## config.mk

```make
export PLATFORM = sky130hd
export DESIGN_NAME = linear_probe_hash_table_unit
export DESIGN_NICKNAME = d
export VERILOG_FILES = /design/src/hw/rtl/lpht_pkg.sv /design/src/hw/rtl/lpht_home.sv /design/src/hw/rtl/linear_probe_hash_table_unit.sv
export VERILOG_INCLUDE_DIRS = /design/src /design/src/hw/rtl
export SDC_FILE = /design/constraint.sdc
export NUM_CORES = 1
export LEC_CHECK = 0
export BUFFER_PORTS_ARGS = -buffer_cell sky130_fd_sc_hd__buf_2
export CELL_PAD_IN_SITES_DETAIL_PLACEMENT = 1
export CELL_PAD_IN_SITES_GLOBAL_PLACEMENT = 2
export CORE_MARGIN = 5
export CORE_UTILIZATION = 35
export CTS_BUF_LIST = sky130_fd_sc_hd__clkbuf_2
export CTS_CLUSTER_SIZE = 8
export DETAILED_ROUTE_END_ITERATION = 6
export GPL_TIMING_DRIVEN = 0
export PLACE_DENSITY_LB_ADDON = 0.12
export SLEW_MARGIN = 20
export SYNTH_ARGS = -nofsm -noshare
export SYNTH_HDL_FRONTEND = slang
export SYNTH_HIERARCHICAL = 1
export SYNTH_SLANG_ARGS = --single-unit
```

## constraint.sdc

```tcl
create_clock -name clock -period 10 [get_ports clock]
set_input_delay 0.5 -clock clock [delete_from_list [all_inputs] [get_ports clock]]
set_output_delay 0.5 -clock clock [all_outputs]
set_load 0.03 [all_outputs]
```

## src/hw/rtl/linear_probe_hash_table_unit_macros.svh

```systemverilog
// ---------------------------------------------------------------------------
// Linear probe hash table assertion macros
// Shared concurrent assertion forms, clocked on clock and disabled in reset.
// ---------------------------------------------------------------------------
`ifndef LINEAR_PROBE_HASH_TABLE_UNIT_MACROS_SVH
`define LINEAR_PROBE_HASH_TABLE_UNIT_MACROS_SVH

// The consequent must hold in the same cycle as the antecedent.
`define LPHT_ASSERT_SAME(label, ante, cons, msg) \
   label: assert property (@(posedge clock) disable iff (reset) (ante) |-> (cons)) \
      else $error(msg);

// The consequent must hold in the cycle after the antecedent.
`define LPHT_ASSERT_NEXT(label, ante, cons, msg) \
   label: assert property (@(posedge clock) disable iff (reset) (ante) |=> (cons)) \
      else $error(msg);

`endif

```

## src/hw/rtl/lpht_pkg.sv

```systemverilog
// ---------------------------------------------------------------------------
// Linear probe hash table package
// Table geometry, field widths and result status codes.
// ---------------------------------------------------------------------------
`default_nettype none

package lpht_pkg;

   localparam int BUCKET_COUNT = 11;
   localparam int IDX_W        = (BUCKET_COUNT > 1) ? $clog2(BUCKET_COUNT) : 1;

   localparam int KEY_W    = 12;
   localparam int TAG_W    = 8;
   localparam int STATUS_W = 3;
   localparam int SLOT_W   = 4;

   localparam logic CMD_INSERT = 1'b0;
   localparam logic CMD_LOOKUP = 1'b1;

   localparam logic [STATUS_W-1:0] ST_INSERTED  = 3'd0;
   localparam logic [STATUS_W-1:0] ST_FOUND     = 3'd1;
   localparam logic [STATUS_W-1:0] ST_NOT_FOUND = 3'd2;
   localparam logic [STATUS_W-1:0] ST_FULL      = 3'd3;
   localparam logic [STATUS_W-1:0] ST_ZERO_KEY  = 3'd4;

endpackage

`default_nettype wire

```

## src/hw/rtl/lpht_home.sv

```systemverilog
// ---------------------------------------------------------------------------
// Linear probe hash table home bucket
// Computes key mod BUCKET_COUNT by a registered reciprocal multiply and a
// remainder correction in the following cycle.
// ---------------------------------------------------------------------------
`default_nettype none

module lpht_home
   import lpht_pkg::*;
(
   input  wire logic             clock,
   input  wire logic             load,
   input  wire logic [KEY_W-1:0] key,
   output logic      [IDX_W-1:0] home
);

   localparam int MOD_SHIFT = 24;
   localparam int RECIP     = (1 << MOD_SHIFT) / BUCKET_COUNT + 1;
   localparam int RECIP_W   = $clog2(RECIP + 1);
   localparam int PROD_W    = KEY_W + RECIP_W;

   logic [KEY_W-1:0]  key_ff;
   logic [KEY_W-1:0]  quot_ff;
   logic [KEY_W-1:0]  quot_in;
   logic [PROD_W-1:0] prod;
   logic [KEY_W-1:0]  quot_mul;
   logic [KEY_W-1:0]  diff;

   assign prod    = PROD_W'(key) * PROD_W'(RECIP);
   assign quot_in = KEY_W'(prod >> MOD_SHIFT);

   always_ff @(posedge clock) begin
      if (load) begin
         key_ff  <= key;
         quot_ff <= quot_in;
      end
   end

   assign quot_mul = KEY_W'(quot_ff * KEY_W'(BUCKET_COUNT));
   assign diff     = key_ff - quot_mul;

   always_comb begin
      if (diff >= KEY_W'(BUCKET_COUNT)) begin
         home = IDX_W'(diff - KEY_W'(BUCKET_COUNT));
      end else begin
         home = IDX_W'(diff);
      end
   end

endmodule

`default_nettype wire

```

## src/hw/rtl/linear_probe_hash_table_unit.sv

```systemverilog
// ---------------------------------------------------------------------------
// Linear probe hash table unit
// Open-addressing table of BUCKET_COUNT buckets with linear probing.
// ---------------------------------------------------------------------------
// One command is taken at a time: a transfer happens when start is high and
// busy is low. A zero key is answered in the next cycle and busy stays low.
// Any other command reads the home bucket in the hash state and then probes
// one bucket per cycle in the probe state, because the key memory has a single
// read port that is visited once per cycle; at most BUCKET_COUNT buckets are
// probed, and the result is registered after the last probe decision.
// Busy falls in the cycle that shows the result, so the next command can
// transfer at the edge that ends it. Each result is shown for exactly one
// cycle with rsp_strobe high and cannot be held off, so it must be captured
// on that edge. Keys are empty from reset on through per-bucket valid flops;
// no clearing pass is needed.
// ---------------------------------------------------------------------------
`default_nettype none

`include "linear_probe_hash_table_unit_macros.svh"

module linear_probe_hash_table_unit
   import lpht_pkg::*;
(
   input  wire logic                clock,
   input  wire logic                reset,
   input  wire logic                start,
   output logic                     busy,
   input  wire logic                req_cmd,
   input  wire logic [KEY_W-1:0]    req_key,
   input  wire logic [TAG_W-1:0]    req_tag_in,
   output logic                     rsp_strobe,
   output logic      [STATUS_W-1:0] rsp_status,
   output logic      [SLOT_W-1:0]   rsp_slot,
   output logic      [TAG_W-1:0]    rsp_tag_out
);

   localparam logic [1:0] S_IDLE  = 2'd0;
   localparam logic [1:0] S_HASH  = 2'd1;
   localparam logic [1:0] S_PROBE = 2'd2;

   localparam logic [IDX_W-1:0] LAST_IDX = IDX_W'(BUCKET_COUNT - 1);

   logic [1:0]          state_ff, state_in;
   logic                cmd_ff, cmd_in;
   logic [KEY_W-1:0]    key_ff, key_in;
   logic [TAG_W-1:0]    tag_ff, tag_in;
   logic [IDX_W-1:0]    idx_ff, idx_in;
   logic [IDX_W-1:0]    cnt_ff, cnt_in;
   logic                rsp_strobe_ff, rsp_strobe_in;
   logic [STATUS_W-1:0] rsp_status_ff, rsp_status_in;
   logic [SLOT_W-1:0]   rsp_slot_ff, rsp_slot_in;
   logic [TAG_W-1:0]    rsp_tag_ff, rsp_tag_in;

   logic [BUCKET_COUNT-1:0] valid_ff;
   logic [KEY_W-1:0]        key_mem [BUCKET_COUNT];
   logic [TAG_W-1:0]        tag_mem [BUCKET_COUNT];
   logic [KEY_W-1:0]        rd_key_ff;
   logic [TAG_W-1:0]        rd_tag_ff;
   logic                    rd_valid_ff;

   logic             accept;
   logic             home_load;
   logic [IDX_W-1:0] home;
   logic [IDX_W-1:0] next_idx;
   logic [IDX_W-1:0] rd_addr;
   logic             mem_we;
   logic             last_probe;
   logic             key_match;

   lpht_home u_home (
      .clock (clock),
      .load  (home_load),
      .key   (req_key),
      .home  (home)
   );

   assign busy       = (state_ff != S_IDLE);
   assign accept     = start && !busy;
   assign home_load  = accept && (req_key != '0);
   assign next_idx   = (idx_ff == LAST_IDX) ? '0 : idx_ff + IDX_W'(1);
   assign last_probe = (cnt_ff == LAST_IDX);
   assign key_match  = rd_valid_ff && (rd_key_ff == key_ff);

   always_comb begin
      state_in      = state_ff;
      cmd_in        = cmd_ff;
      key_in        = key_ff;
      tag_in        = tag_ff;
      idx_in        = idx_ff;
      cnt_in        = cnt_ff;
      rsp_strobe_in = 1'b0;
      rsp_status_in = ST_NOT_FOUND;
      rsp_slot_in   = '0;
      rsp_tag_in    = '0;
      rd_addr       = next_idx;
      mem_we        = 1'b0;
      unique case (state_ff)
         S_IDLE: begin
            if (accept) begin
               if (req_key == '0) begin
                  rsp_strobe_in = 1'b1;
                  rsp_status_in = ST_ZERO_KEY;
               end else begin
                  cmd_in   = req_cmd;
                  key_in   = req_key;
                  tag_in   = req_tag_in;
                  state_in = S_HASH;
               end
            end
         end
         S_HASH: begin
            rd_addr  = home;
            idx_in   = home;
            cnt_in   = '0;
            state_in = S_PROBE;
         end
         S_PROBE: begin
            if (cmd_ff == CMD_INSERT) begin
               if (!rd_valid_ff) begin
                  mem_we        = 1'b1;
                  rsp_strobe_in = 1'b1;
                  rsp_status_in = ST_INSERTED;
                  rsp_slot_in   = SLOT_W'(idx_ff);
                  state_in      = S_IDLE;
               end else if (last_probe) begin
                  rsp_strobe_in = 1'b1;
                  rsp_status_in = ST_FULL;
                  state_in      = S_IDLE;
               end else begin
                  idx_in = next_idx;
                  cnt_in = cnt_ff + IDX_W'(1);
               end
            end else begin
               if (key_match) begin
                  rsp_strobe_in = 1'b1;
                  rsp_status_in = ST_FOUND;
                  rsp_slot_in   = SLOT_W'(idx_ff);
                  rsp_tag_in    = rd_tag_ff;
                  state_in      = S_IDLE;
               end else if (last_probe) begin
                  rsp_strobe_in = 1'b1;
                  rsp_status_in = ST_NOT_FOUND;
                  state_in      = S_IDLE;
               end else begin
                  idx_in = next_idx;
                  cnt_in = cnt_ff + IDX_W'(1);
               end
            end
         end
         default: begin
            state_in = S_IDLE;
         end
      endcase
   end

   always_ff @(posedge clock) begin
      if (reset) begin
         state_ff      <= S_IDLE;
         rsp_strobe_ff <= 1'b0;
         valid_ff      <= '0;
      end else begin
         state_ff      <= state_in;
         rsp_strobe_ff <= rsp_strobe_in;
         if (mem_we) begin
            valid_ff[idx_ff] <= 1'b1;
         end
      end
   end

   always_ff @(posedge clock) begin
      cmd_ff        <= cmd_in;
      key_ff        <= key_in;
      tag_ff        <= tag_in;
      idx_ff        <= idx_in;
      cnt_ff        <= cnt_in;
      rsp_status_ff <= rsp_status_in;
      rsp_slot_ff   <= rsp_slot_in;
      rsp_tag_ff    <= rsp_tag_in;
   end

   always_ff @(posedge clock) begin
      if (mem_we) begin
         key_mem[idx_ff] <= key_ff;
         tag_mem[idx_ff] <= tag_ff;
      end
      rd_key_ff   <= key_mem[rd_addr];
      rd_tag_ff   <= tag_mem[rd_addr];
      rd_valid_ff <= valid_ff[rd_addr];
   end

   assign rsp_strobe  = rsp_strobe_ff;
   assign rsp_status  = rsp_status_ff;
   assign rsp_slot    = rsp_slot_ff;
   assign rsp_tag_out = rsp_tag_ff;

   `LPHT_ASSERT_NEXT(a_key_goes_busy, accept && (req_key != '0), busy,
      "A transfer with a nonzero key did not start a probe.")
   `LPHT_ASSERT_SAME(a_rsp_when_idle, rsp_strobe, !busy,
      "A result was shown while a probe was still running.")
   `LPHT_ASSERT_SAME(a_write_on_insert, mem_we,
      (state_ff == S_PROBE) && (cmd_ff == CMD_INSERT) && !rd_valid_ff,
      "The table was written outside an insert into an empty bucket.")
   `LPHT_ASSERT_SAME(a_probe_bound, state_ff == S_PROBE, cnt_ff <= LAST_IDX,
      "The probe ran past the last bucket.")

endmodule

`default_nettype wire

```

==> metrics.md <==
| Metric | Value |
|---|---|
| Setup TNS Final | 0 ns |
| Register area share after synthesis | roughly 55% |
| Critical Path Sink Type | flop |
| TritonRoute pass-1 iters | 5 |
| Non-Filler Instances | roughly 2100 |
| Syn Std Cell Area | roughly 17000 sq um |
| DR DRC count | 0 |
| Commonest non-fill, non-tap cell in the layout | edfxtp_1 |
| Skew final | ~0.10 ns |
| Relative slew margins | ~27% |
| Post-synth EDFFs | between 200 and 300 |
| Peak supply drop | between 200 and 250 uV |
| Die Width | roughly 230 um |
| Area of the core | ~47000 sq um |
| Unrepaired setup endpoints after global routing | false |
| Status | finished, final reports clean |
| Initial antenna violation count | 1 |
| DP Wirelength | roughly 33 mm |
| Share of layout cells above drive strength 1 | a little under a fifth |
| Vias per inst | between 5 and 6 |
| Rows | 80 |
| Critical Path RT | ~11 ns |
| Root buf cell | clkbuf_2 |
| Synth Area per Inst | ~13 sq um |
| Max Fclk | around 0.16 GHz |
| Min Tclk post-route | between 6 and 7 ns |
| Total GRT Usage | 17.9% |
| Pleak | 7.51 nW |
| CP max FO | 10 |
| Max Slew Vio Count | 0 |
| Pre-CTS setup slack | about 3.5 ns |
| Port Buf Inserts | 40 |
| Largest net degree at the start of global routing | 21 |
| Final Hold Fails | 0 |
| Postcts setup bufs | 0 |
| Avg WL per Cell | ~22 um |
| Gr ovfl total | 0 |
| Register bit total from synthesis | between 300 and 400 |
| Synth warn | 6 |
| Final core occ | 40.3% |
| Max cap viols | 0 |
| DIE HEIGHT | roughly 230 um |
| Clock Latency Late Sink | 1.00 ns |
| Vias | around 11000 |
| Synthesized Nets | approximately 1500 |
| Layout Nets | between 1500 and 2000 |
| Clock Path Buffers | 3 |
| Worst-margin pin slew | 1.09 ns |
| FFs w/ async S/R, synth | 0% |
| Area Overhead vs Synth | 14.6% |
| Final setup fails | 0 |
| Post-synth cell types | 76 |
| Initial Util | 35.1% |
| Fin crit share | 63.3% |
| CTS tree | yes |
| Reg2Reg Setup Slack | approximately 3.7 ns |
| Type of the worst setup path | flop to flop |
| First-pass GRT wire length | approximately 71 mm |
| H-tree depth | 3 |
| PD cells | approximately 360 nW/um^2 |
| Worst Hold Class | input pin to flop |
| Worst Setup Start Kind | flop |
| Synth Instances | ~1300 |
| Number of CTS-inserted buffers | 87 |
| Final WL | around 46 mm |
| Iter 0 DRT Violations | 617 |
| Commonest non-fill, non-tap cells in the layout | 270 x edfxtp_1, 151 x inv_1, 137 x clkbuf_2 |
| CTS clk-pin slew, worst paths | 0.10 ns |
| Worst EP arrival | approximately 7.2 ns |
| Die area | roughly 52000 sq um |
| Post-DRT Antenna Nets | 0 |
| Vias in the first global route | 11500 |
| I/O pins | 41 |
| Final hold slack | ~0.21 ns |
| Final WS setup | about 3.7 ns |
| Clk sinks | between 300 and 400 |
| Placed insts | roughly 2000 |
| Final GP Congestion | approximately 0.76 |
| Commonest register cell after synthesis | edfxtp_1 |
final cells by class:
type                            count  area (sq um)
Timing Repair Buffer               86           741
Multi-Input combinational cell    751          6850
Clock inverter                     23           144
Sequential cell                   320          9110
Inverter                          151           567
Tap cell                          615           769
Buffer                             46           239
Clock buffer                      137           686
Antenna cell                        1          2.50
Fill cell                        5084         28300
cell families (layout without fill, tap and decap cells):
kind of cell	count (synthesis)	in the layout	synth area share, %
buf+inv	197	443	4.84
compound gates	202	202	9.11
flops	320	320	54.7
other cells	0	1	0
xor+xnor	36	36	1.89
mux	24	24	3.04
simple gates	298	298	8.70
fa+ha+maj	191	191	17.8
synthesized netlist by cell type, drive strengths merged (8+ instances only):
library cell / n / area share [%]
a21o: 8 / 0.36
mux4: 19 / 2.7
nand2b: 9 / 0.34
buf: 14 / 0.71
a21oi: 33 / 0.99
nand2: 64 / 1.4
a311oi: 20 / 1.1
a31oi: 9 / 0.38
edfxtp: 270 / 49
a2111oi: 12 / 0.63
a211oi: 10 / 0.62
nand4: 8 / 0.30
o22ai: 20 / 0.75
xnor2: 29 / 1.5
dfxtp: 50 / 6.0
o21ai: 25 / 0.75
and2: 14 / 0.53
nor3: 41 / 1.2
nor2: 87 / 2.0
clkbuf: 32 / 0.72
nor2b: 12 / 0.50
nand3: 33 / 1.0
ha: 115 / 8.6
a221o: 19 / 1.1
fa: 76 / 9.1
inv: 151 / 3.4
repair_timing:
item | 4_1_cts | 5_1_grt
hold buffers | 23 | 0
resized for setup | 0 | 0
hold endpoints to repair | 49 | 0
critical path: stages (launching register included):
cell      delay (ns)
edfxtp_1        0.46
ha_1            0.36
fa_1            0.53
inv_1           0.05
fa_1            0.45
ha_1            0.40
nor2b_1         0.21
a31o_1          0.23
or3_1           0.30
a221oi_1        0.26
o2111a_1        0.30
nand3_2         0.11
mux2_4          0.37
or3b_2          0.44
clkbuf_1        0.23
nand2_1         0.44
clkbuf_1        0.56
a311oi_1        0.27
a221o_1         0.31
power breakdown:
group	internal (mW)	switching, mW	total [mW]
clock network	0.396	0.570	0.965
registers	1.59	0.0765	1.67
logic	1.64	2.54	4.17
total	3.63	3.18	6.81
stage by stage:
step	instance area [sq um]	power (mW)
after floorplan	16700	4.67
after CTS	19100	6.92
after detailed placement	18000	5.91
after global placement	17600	5.85
final	19100	6.81
after global routing	19100	7.46
metal layers:
metal	up-vias	global-route usage [%]	share of wire, %	wire length (um)
met5	-	0	0	0
met4	0	5.03	1.6	759
met3	55	3.31	4.1	1880
met2	178	29.5	48	22300
met1	5459	24.5	46	21600
li1	5056	-	-	-
worst paths after layout:
kind	startpoint	to	cells after the start
setup / recovery	u_home/quot_ff[5]	rd_key_ff[9]	18
hold / removal	req_tag_in[4]	tag_ff[4]	2
setup reg to reg	u_home/quot_ff[5]	rd_key_ff[9]	18
hold reg to reg	rd_tag_ff[1]	rsp_tag_out[1]	1
registers in the layout (all words and copies together), names as in the netlist, 2 cells and up:
name            cells
rd_key_ff          12
u_home/quot_ff      9
cnt_ff              4
rsp_slot            4
key_mem           132
rsp_status          3
rd_tag_ff           8
idx_ff              4
u_home/key_ff      12
valid_ff           11
state_ff            2
tag_ff              8
tag_mem            88
rsp_tag_out         8
key_ff             12
No activity file was read; power rests on OpenSTA's default activity.
